$ cat src/sv/mtpg_pkg.sv
// Shared types, constants and the slot pattern table for the memory test generator/checker.
`default_nettype none

package mtpg_pkg;

  // Widths of the halfword counter and of the port fields
  localparam int INDEX_BITS = 23;
  localparam int WIDX_W     = 23;
  localparam int LEN_W      = 24;
  localparam int HW_W       = 16;
  localparam int SLOT_W     = 5;
  localparam int WALK_W     = 4;
  localparam int CODE_W     = 3;

  // Number of halfwords in one pattern block
  localparam int BLOCK_SLOTS = 32;

  // Compare width wide enough for both the counter and the halfword count
  localparam int CMP_W = (INDEX_BITS > LEN_W - 1) ? INDEX_BITS : LEN_W - 1;

  localparam logic [LEN_W-1:0] LENGTH_RESET = LEN_W'(8388608);

  localparam logic [HW_W-1:0] VAL_ONES = 16'hffff;
  localparam logic [HW_W-1:0] VAL_ZERO = 16'h0000;
  localparam logic [HW_W-1:0] VAL_AAAA = 16'haaaa;
  localparam logic [HW_W-1:0] VAL_5555 = 16'h5555;

  // Pattern classes; the same codes report a mismatch, PAT_NONE means no error
  typedef enum logic [CODE_W-1:0] {
    PAT_NONE  = 3'd0,
    PAT_ONES  = 3'd1,
    PAT_ZERO  = 3'd2,
    PAT_AAAA  = 3'd3,
    PAT_5555  = 3'd4,
    PAT_WALK  = 3'd5,
    PAT_NWALK = 3'd6
  } pat_class_t;

  // Class chosen by each slot of a block
  localparam pat_class_t SLOT_CLASS [BLOCK_SLOTS] = '{
    PAT_ONES, PAT_ZERO, PAT_WALK, PAT_NWALK, PAT_WALK, PAT_NWALK, PAT_ZERO, PAT_5555,
    PAT_ZERO, PAT_ONES, PAT_WALK, PAT_NWALK, PAT_WALK, PAT_NWALK, PAT_ONES, PAT_5555,
    PAT_AAAA, PAT_ZERO, PAT_NWALK, PAT_WALK, PAT_NWALK, PAT_WALK, PAT_ZERO, PAT_AAAA,
    PAT_5555, PAT_ONES, PAT_NWALK, PAT_WALK, PAT_NWALK, PAT_WALK, PAT_ONES, PAT_AAAA
  };

  // Pattern class and value for the current slot
  typedef struct packed {
    pat_class_t       cls;
    logic [HW_W-1:0]  value;
  } pat_t;

endpackage

`default_nettype wire

$ cat src/sv/mtpg_pattern.sv
// Slot table lookup and pattern value decode.
`default_nettype none

module mtpg_pattern import mtpg_pkg::*; (
  input  wire logic [SLOT_W-1:0] slot_in_block,
  input  wire logic [WALK_W-1:0] walk_bit,
  output pat_t                   pat
);

  pat_class_t      cls;
  logic [HW_W-1:0] one_hot;

  assign cls     = SLOT_CLASS[slot_in_block];
  assign one_hot = HW_W'(1) << walk_bit;

  always_comb begin
    pat.cls = cls;
    case (cls)
      PAT_ONES: pat.value = VAL_ONES;
      PAT_ZERO: pat.value = VAL_ZERO;
      PAT_AAAA: pat.value = VAL_AAAA;
      PAT_5555: pat.value = VAL_5555;
      PAT_WALK: pat.value = one_hot;
      default:  pat.value = ~one_hot;
    endcase
  end

endmodule

`default_nettype wire

$ cat src/sv/memory_test_pattern_gen_check_core.sv
// Top level of the memory test pattern generator and read-back checker.
//
//  channel   dir  handshake            payload
//  request   in   req_valid/req_stall  func, read_data
//  result    out  res_valid/res_stall  word_index, expected, error_code, pass_end
//  config    in   cfg_we               cfg_wdata (length_bytes)
//
// One request gives one result, registered in the cycle after its transfer; a request can be
// taken every cycle, limited only by the result register draining.
// The request is stalled only while a result is held and the far side stalls.
// Reset (rst, synchronous) clears the counters and the result valid and sets
// the pass length to 8 MiB.
// length_bytes writes take effect on the next request; counters are kept.
`default_nettype none

module memory_test_pattern_gen_check_core import mtpg_pkg::*; (
  input  wire logic              clk,
  input  wire logic              rst,

  input  wire logic              cfg_we,
  input  wire logic [LEN_W-1:0]  cfg_wdata,

  input  wire logic              req_valid,
  output logic                   req_stall,
  input  wire logic              func,
  input  wire logic [HW_W-1:0]   read_data,

  output logic                   res_valid,
  input  wire logic              res_stall,
  output logic [WIDX_W-1:0]      word_index,
  output logic [HW_W-1:0]        expected,
  output logic [CODE_W-1:0]      error_code,
  output logic                   pass_end
);

  // Configuration and walk state
  logic [LEN_W-1:0]      length_bytes;
  logic [SLOT_W-1:0]     slot_in_block;
  logic [WALK_W-1:0]     walk_bit;
  logic [INDEX_BITS-1:0] word_count;

  logic [LEN_W-2:0]      total_hw;
  logic [LEN_W-2:0]      last_off;
  logic                  last;
  logic                  acc;
  pat_t                  pat;
  pat_class_t            err;

  // Result register frees up when it is empty or being taken this cycle
  assign req_stall = res_valid && res_stall;
  assign acc       = req_valid && !req_stall;

  mtpg_pattern u_pattern (
    .slot_in_block (slot_in_block),
    .walk_bit      (walk_bit),
    .pat           (pat)
  );

  // Halfwords per pass; a pass shorter than one halfword still counts as one
  assign total_hw = length_bytes[LEN_W-1:1];
  assign last_off = (total_hw == '0) ? '0 : total_hw - 1'b1;

  // End of pass on the last offset, past it after a length change, or counter full
  assign last = (CMP_W'(word_count) >= CMP_W'(last_off)) || (word_count == '1);

  // Mismatch reports the class of the expected pattern; generate never errs
  assign err = (func && (read_data != pat.value)) ? pat.cls : PAT_NONE;

  always_ff @(posedge clk) begin
    if (rst) begin
      length_bytes <= LENGTH_RESET;
    end else if (cfg_we) begin
      length_bytes <= cfg_wdata;
    end
  end

  // Counters: restart after the last halfword, walk bit steps per full block
  always_ff @(posedge clk) begin
    if (rst) begin
      slot_in_block <= '0;
      walk_bit      <= '0;
      word_count    <= '0;
    end else if (acc) begin
      if (last) begin
        slot_in_block <= '0;
        walk_bit      <= '0;
        word_count    <= '0;
      end else begin
        word_count    <= word_count + 1'b1;
        slot_in_block <= slot_in_block + 1'b1;
        if (slot_in_block == SLOT_W'(BLOCK_SLOTS - 1)) begin
          walk_bit <= walk_bit + 1'b1;
        end
      end
    end
  end

  always_ff @(posedge clk) begin
    if (rst) begin
      res_valid <= 1'b0;
    end else if (acc) begin
      res_valid <= 1'b1;
    end else if (!res_stall) begin
      res_valid <= 1'b0;
    end
  end

  // Result payload, loaded on each request transfer
  always_ff @(posedge clk) begin
    if (acc) begin
      word_index <= WIDX_W'(word_count);
      expected   <= pat.value;
      error_code <= err;
      pass_end   <= last;
    end
  end

  // The slot number always tracks the low bits of the halfword offset
  a_slot_aligned: assert property (@(posedge clk) disable iff (rst)
    slot_in_block == word_count[SLOT_W-1:0])
    else $error("slot counter out of step with halfword offset");

  // Last halfword of a pass restarts every counter
  a_pass_restart: assert property (@(posedge clk) disable iff (rst)
    acc && last |=> (word_count == '0) && (walk_bit == '0) && (slot_in_block == '0))
    else $error("counters not cleared after end of pass");

  // Within a pass the offset steps by one per transfer
  a_count_step: assert property (@(posedge clk) disable iff (rst)
    acc && !last |=> word_count == $past(word_count) + 1'b1)
    else $error("halfword offset did not advance");

  // A generate request never reports an error
  a_gen_clean: assert property (@(posedge clk) disable iff (rst)
    acc && !func |=> res_valid && (error_code == PAT_NONE))
    else $error("error reported on a generate request");

  // An empty result register never holds off a request
  a_no_false_stall: assert property (@(posedge clk) disable iff (rst)
    !res_valid |-> !req_stall)
    else $error("request stalled with empty result register");

endmodule

`default_nettype wire

$ cat config.mk
export PLATFORM = sky130hd
export DESIGN_NAME = memory_test_pattern_gen_check_core
export DESIGN_NICKNAME = d
export VERILOG_FILES = /design/src/sv/mtpg_pkg.sv /design/src/sv/mtpg_pattern.sv /design/src/sv/memory_test_pattern_gen_check_core.sv
export SDC_FILE = /design/constraint.sdc
export NUM_CORES = 1
export LEC_CHECK = 0
export ABC_CLOCK_PERIOD_IN_PS = 12200
export BUFFER_PORTS_ARGS = -buffer_cell sky130_fd_sc_hd__buf_2
export CAP_MARGIN = 5
export CELL_PAD_IN_SITES_DETAIL_PLACEMENT = 1
export CELL_PAD_IN_SITES_GLOBAL_PLACEMENT = 2
export CORE_MARGIN = 8
export CORE_UTILIZATION = 31
export CTS_CLUSTER_SIZE = 20
export DETAILED_ROUTE_END_ITERATION = 16
export GPL_TIMING_DRIVEN = 0
export PLACE_DENSITY = 0.77
export SLEW_MARGIN = 20
export SYNTH_ARGS = -nofsm -noshare
export SYNTH_HDL_FRONTEND = slang
export SYNTH_SLANG_ARGS = --single-unit
$ cat constraint.sdc
create_clock -name clk -period 12.2 [get_ports clk]
set_input_delay 1.22 -clock clk [delete_from_list [all_inputs] [get_ports clk]]
set_output_delay 1.22 -clock clk [all_outputs]
set_load 0.02 [all_outputs]
==> summary.md <==
| Metric | Value |
|---|---|
| Syn avg cell area | `approximately 10 um^2` |
| Cell-by-cell listing of the critical path | `or3_1, nor2_1, nand2_1, nor2_1, nand2_1, or2_2, nor4_2, nand2_1, clkbuf_1, nand2_1, ha_1, nand4_1, nor2_1, and3_1, a221oi_1, o211ai_1, a21oi_1, clkbuf_1, o21ai_0, a21oi_1` |
| Post-synthesis instance total | `slightly below 600` |
| # placed instances | `898` |
| Hold buffers post-CTS | `0` |
| Post-synth cell types | `between 60 and 70` |
| Overall overflow remaining after global route | `0` |
| End of the worst register-to-register path | `walk_bit[1]` |
| Share of the core filled with cells | `between 30% and 40%` |
| Leading cell type in the layout, fill and taps excluded | `buf_2` |
| Type of element capturing the critical path | `flop` |
| Slew @ Worst Pin | `0.703 ns` |
| Clk Tree Root Cell | `clkbuf_16` |
| Buffers plus inverters on the worst setup path | `2` |
| Sequential element share of the synthesized area | `between 40% and 50%` |
| Number of H-tree levels | `3` |
| Filler cells | `around 2100` |
| Detailed-route vias per instance | `4.97` |
| Final-report max-slew violation count | `0` |
| Endpoints failing setup | `0` |
| Cell accounting for the most synthesized area | `edfxtp_1` |
| Number of optimization iterations in the first detailed-route pass | `4` |
| Leading cell types in the layout, fill and taps excluded | `buf_2 (88), nor2_1 (76), nand2_1 (59)` |
| Startpoint type of the worst setup path | `flop` |
| Setup repair after global routing missed its margin | `false` |
| Initial antenna violation count | `0` |
| Nets | `around 770` |
| Proportion of layout cells with a drive suffix above 1 | `21.0%` |
| First-pass GRT wire length | `roughly 24000 um` |
| Wire length after detailed routing | `approximately 15000 um` |
| Setup TNS | `0 ns` |
| Top FF cell, synth | `dfxtp_1` |
| Data arrival time of the worst path | `roughly 5.1 ns` |
| Maximum frequency from static timing analysis | `about 0.21 GHz` |
| Peak VDD IR | `between 0.00006 and 0.00007 V` |
| Run status | `completed` |
| Most frequent CP cell | `nand2_1` |
| Number of remaining DRC errors | `0` |
| Number of global-route vias before repair | `about 4900` |
| Leading cell types by total area after synthesis | `edfxtp_1 (23%), dfxtp_1 (20%), ha_1 (8.6%)` |
| Post-route fraction of the period consumed by the critical path | `around two fifths` |
| Critical path fanouts, max | `10` |
| Weighted congestion reported at the end of routability-driven placement | `about 0.78` |
| Die Footprint | `between 20000 and 25000 um^2` |
| Antenna viol nets, final | `0` |
| Count of buffers inserted at the top-level ports | `87` |
| Starting density of the core | `between 30% and 40%` |
| Lkg Pwr | `~2.8 nW` |
| Number of synthesized flops with an enable pin | `43` |
| Final Skew | `between 0.009 and 0.01 ns` |
| Reg-to-reg startpoint | `length_bytes[3]` |
| Post-cts sizing count | `0` |
| Signed area change from the synthesized netlist to the final layout | `18.3%` |
| Cell area after synthesis | `approximately 5700 um^2` |
| Clock-pin slew on the worst setup and hold paths | `roughly 0.07 ns` |
| Slew headroom | `between 50 and 60%` |
| Post-CTS Setup Bufs | `0` |
| Final Instance Count excl. Fillers | `~910` |
| Clock tree from TritonCTS | `yes` |
| Post-synthesis sequential element count | `99` |
| Top-level port count | `between 90 and 100` |
| Area of the core region | `approximately 18000 um^2` |
| Number of buffers between clock root and the deepest sink | `2` |
| Final worst path period need | `~4.8 ns` |
| Largest net degree at the start of global routing | `53` |
| Number of warnings issued by yosys | `0` |
| Number of rows in the core area | `49` |
| Clock Latency Late Sink | `~0.35 ns` |
| Initial DRC count | `about 130` |
| # clock sinks | `99` |
| Share of synthesized registers carrying an async set or reset | `0%` |
| Pwr dens | `120 nW/um^2` |
| Top-area cell type share of the netlist area | `a little under a quarter` |
| Total routing usage reported by global routing | `13.4%` |
| Required time of the worst setup path | `approximately 12 ns` |
| Cell at the slowest stage of the critical path | `clkbuf_1` |
| DP Wirelength | `between 10000 and 15000 um` |
| Path class of the lowest-slack min-delay path | `flop to flop` |
| Routed length per placed instance | `~16 um` |
| Diodes inserted | `0` |
| Final count of hold timing violations | `0` |
| Via Count | `roughly 4500` |
| Register-to-Register Setup Slack | `approximately 7.4 ns` |
| Horizontal die dimension | `approximately 150 um` |
| Die extent in y | `roughly 150 um` |
| Worst Path Class, Setup | `flop to flop` |
| CP Depth | `20` |
| End point of the critical path | `walk_bit[1]` |
| CP top delay family | `simple AND/OR/NAND/NOR gates` |
| Maximum cell stage delay along the critical path | `0.42 ns` |
| FF-to-FF path depth | `20` |
| Worst setup path startpoint | `length_bytes[3]` |
| Max capacitance violation total | `0` |
| Post-synth net total | `roughly 670` |
| Number of buffers inserted during clock tree synthesis | `9` |
-- logic make-up after synthesis --
logic type | count (synthesis) | share of synthesized area [%]
flip-flops | 99 | 42.5
adder cells (fa/ha/maj) | 39 | 8.60
AND/OR/NAND/NOR | 240 | 21.2
AO/OA/AOI/OAI | 84 | 10.5
multiplexers | 29 | 5.55
buffers and inverters | 36 | 3.00
XOR/XNOR | 55 | 8.62
-- per-stage QoR --
step                      worst slack, ns  total power [mW]  hold slack, ns  instance area, um^2
after floorplan                      8.22             0.469           0.471                 5680
after global placement               7.50             0.504           0.503                 6400
after detailed placement             7.36             0.511           0.515                 6400
after CTS                            7.34             0.817           0.523                 6720
after global routing                 6.91             0.842           0.539                 6720
final                                7.40             0.803           0.514                 6720
-- worst min path at each step --
stage                   start        endpoint  slack, ns  cells past startpoint
2_1_floorplan   word_count[9]   word_index[9]       0.47                      0
3_3_place_gp      walk_bit[1]     walk_bit[1]       0.50                      2
3_5_place_dp      walk_bit[0]     walk_bit[0]       0.52                      2
4_1_cts        word_count[18]  word_index[18]       0.52                      0
5_1_grt        word_count[12]  word_index[12]       0.54                      0
6_report       word_count[18]  word_index[18]       0.51                      0
-- flip-flops by register name (all words and copies together), names as in the netlist --
signal         flops
error_code         3
res_valid          1
pass_end           1
expected          16
word_count        23
length_bytes      23
slot_in_block      5
walk_bit           4
word_index        23
-- cells in the mapped netlist (6+ instances only) --
library cell  instances
nand3_1              24
nor2_1               76
o21ai_0              13
dfxtp_1              56
clkbuf_1             14
o21a_1                6
nand4_1              15
inv_1                15
mux2i_1              27
xor2_1               27
a21oi_1              22
xnor2_1              27
nor3_1               14
edfxtp_1             43
and3_1                9
nand2_1              59
ha_1                 39
-- layer usage --
metal | part of all wire (%) | vias to the layer above | GRT usage [%]
li1 | - | 2260 | -
met1 | 43 | 2182 | 15.1
met2 | 51 | 84 | 24.6
met3 | 4.4 | 17 | 3.23
met4 | 1.3 | 0 | 3.71
met5 | 0 | - | 0
-- power by group --
part	leakage, nW	switching [mW]	internal, mW	total (mW)
registers	0.858	0.0108	0.361	0.372
clock network	0.152	0.131	0.171	0.302
logic	1.82	0.0766	0.0523	0.129
total	2.83	0.218	0.585	0.803
-- final cells by class --
type / instances / area [um^2] / area share (%)
repair buffers: 87 / 435 / 6.48
clock buffers: 11 / 253 / 3.76
flip-flops and latches: 99 / 2410 / 35.9
plain buffers: 21 / 118 / 1.75
inverters: 15 / 56.3 / 0.838
clock inverters: 5 / 60.1 / 0.894
well taps: 229 / 287 / 4.27
multi-input cells: 447 / 3090 / 46.1
Note: power is estimated with default switching activity, not from simulation.
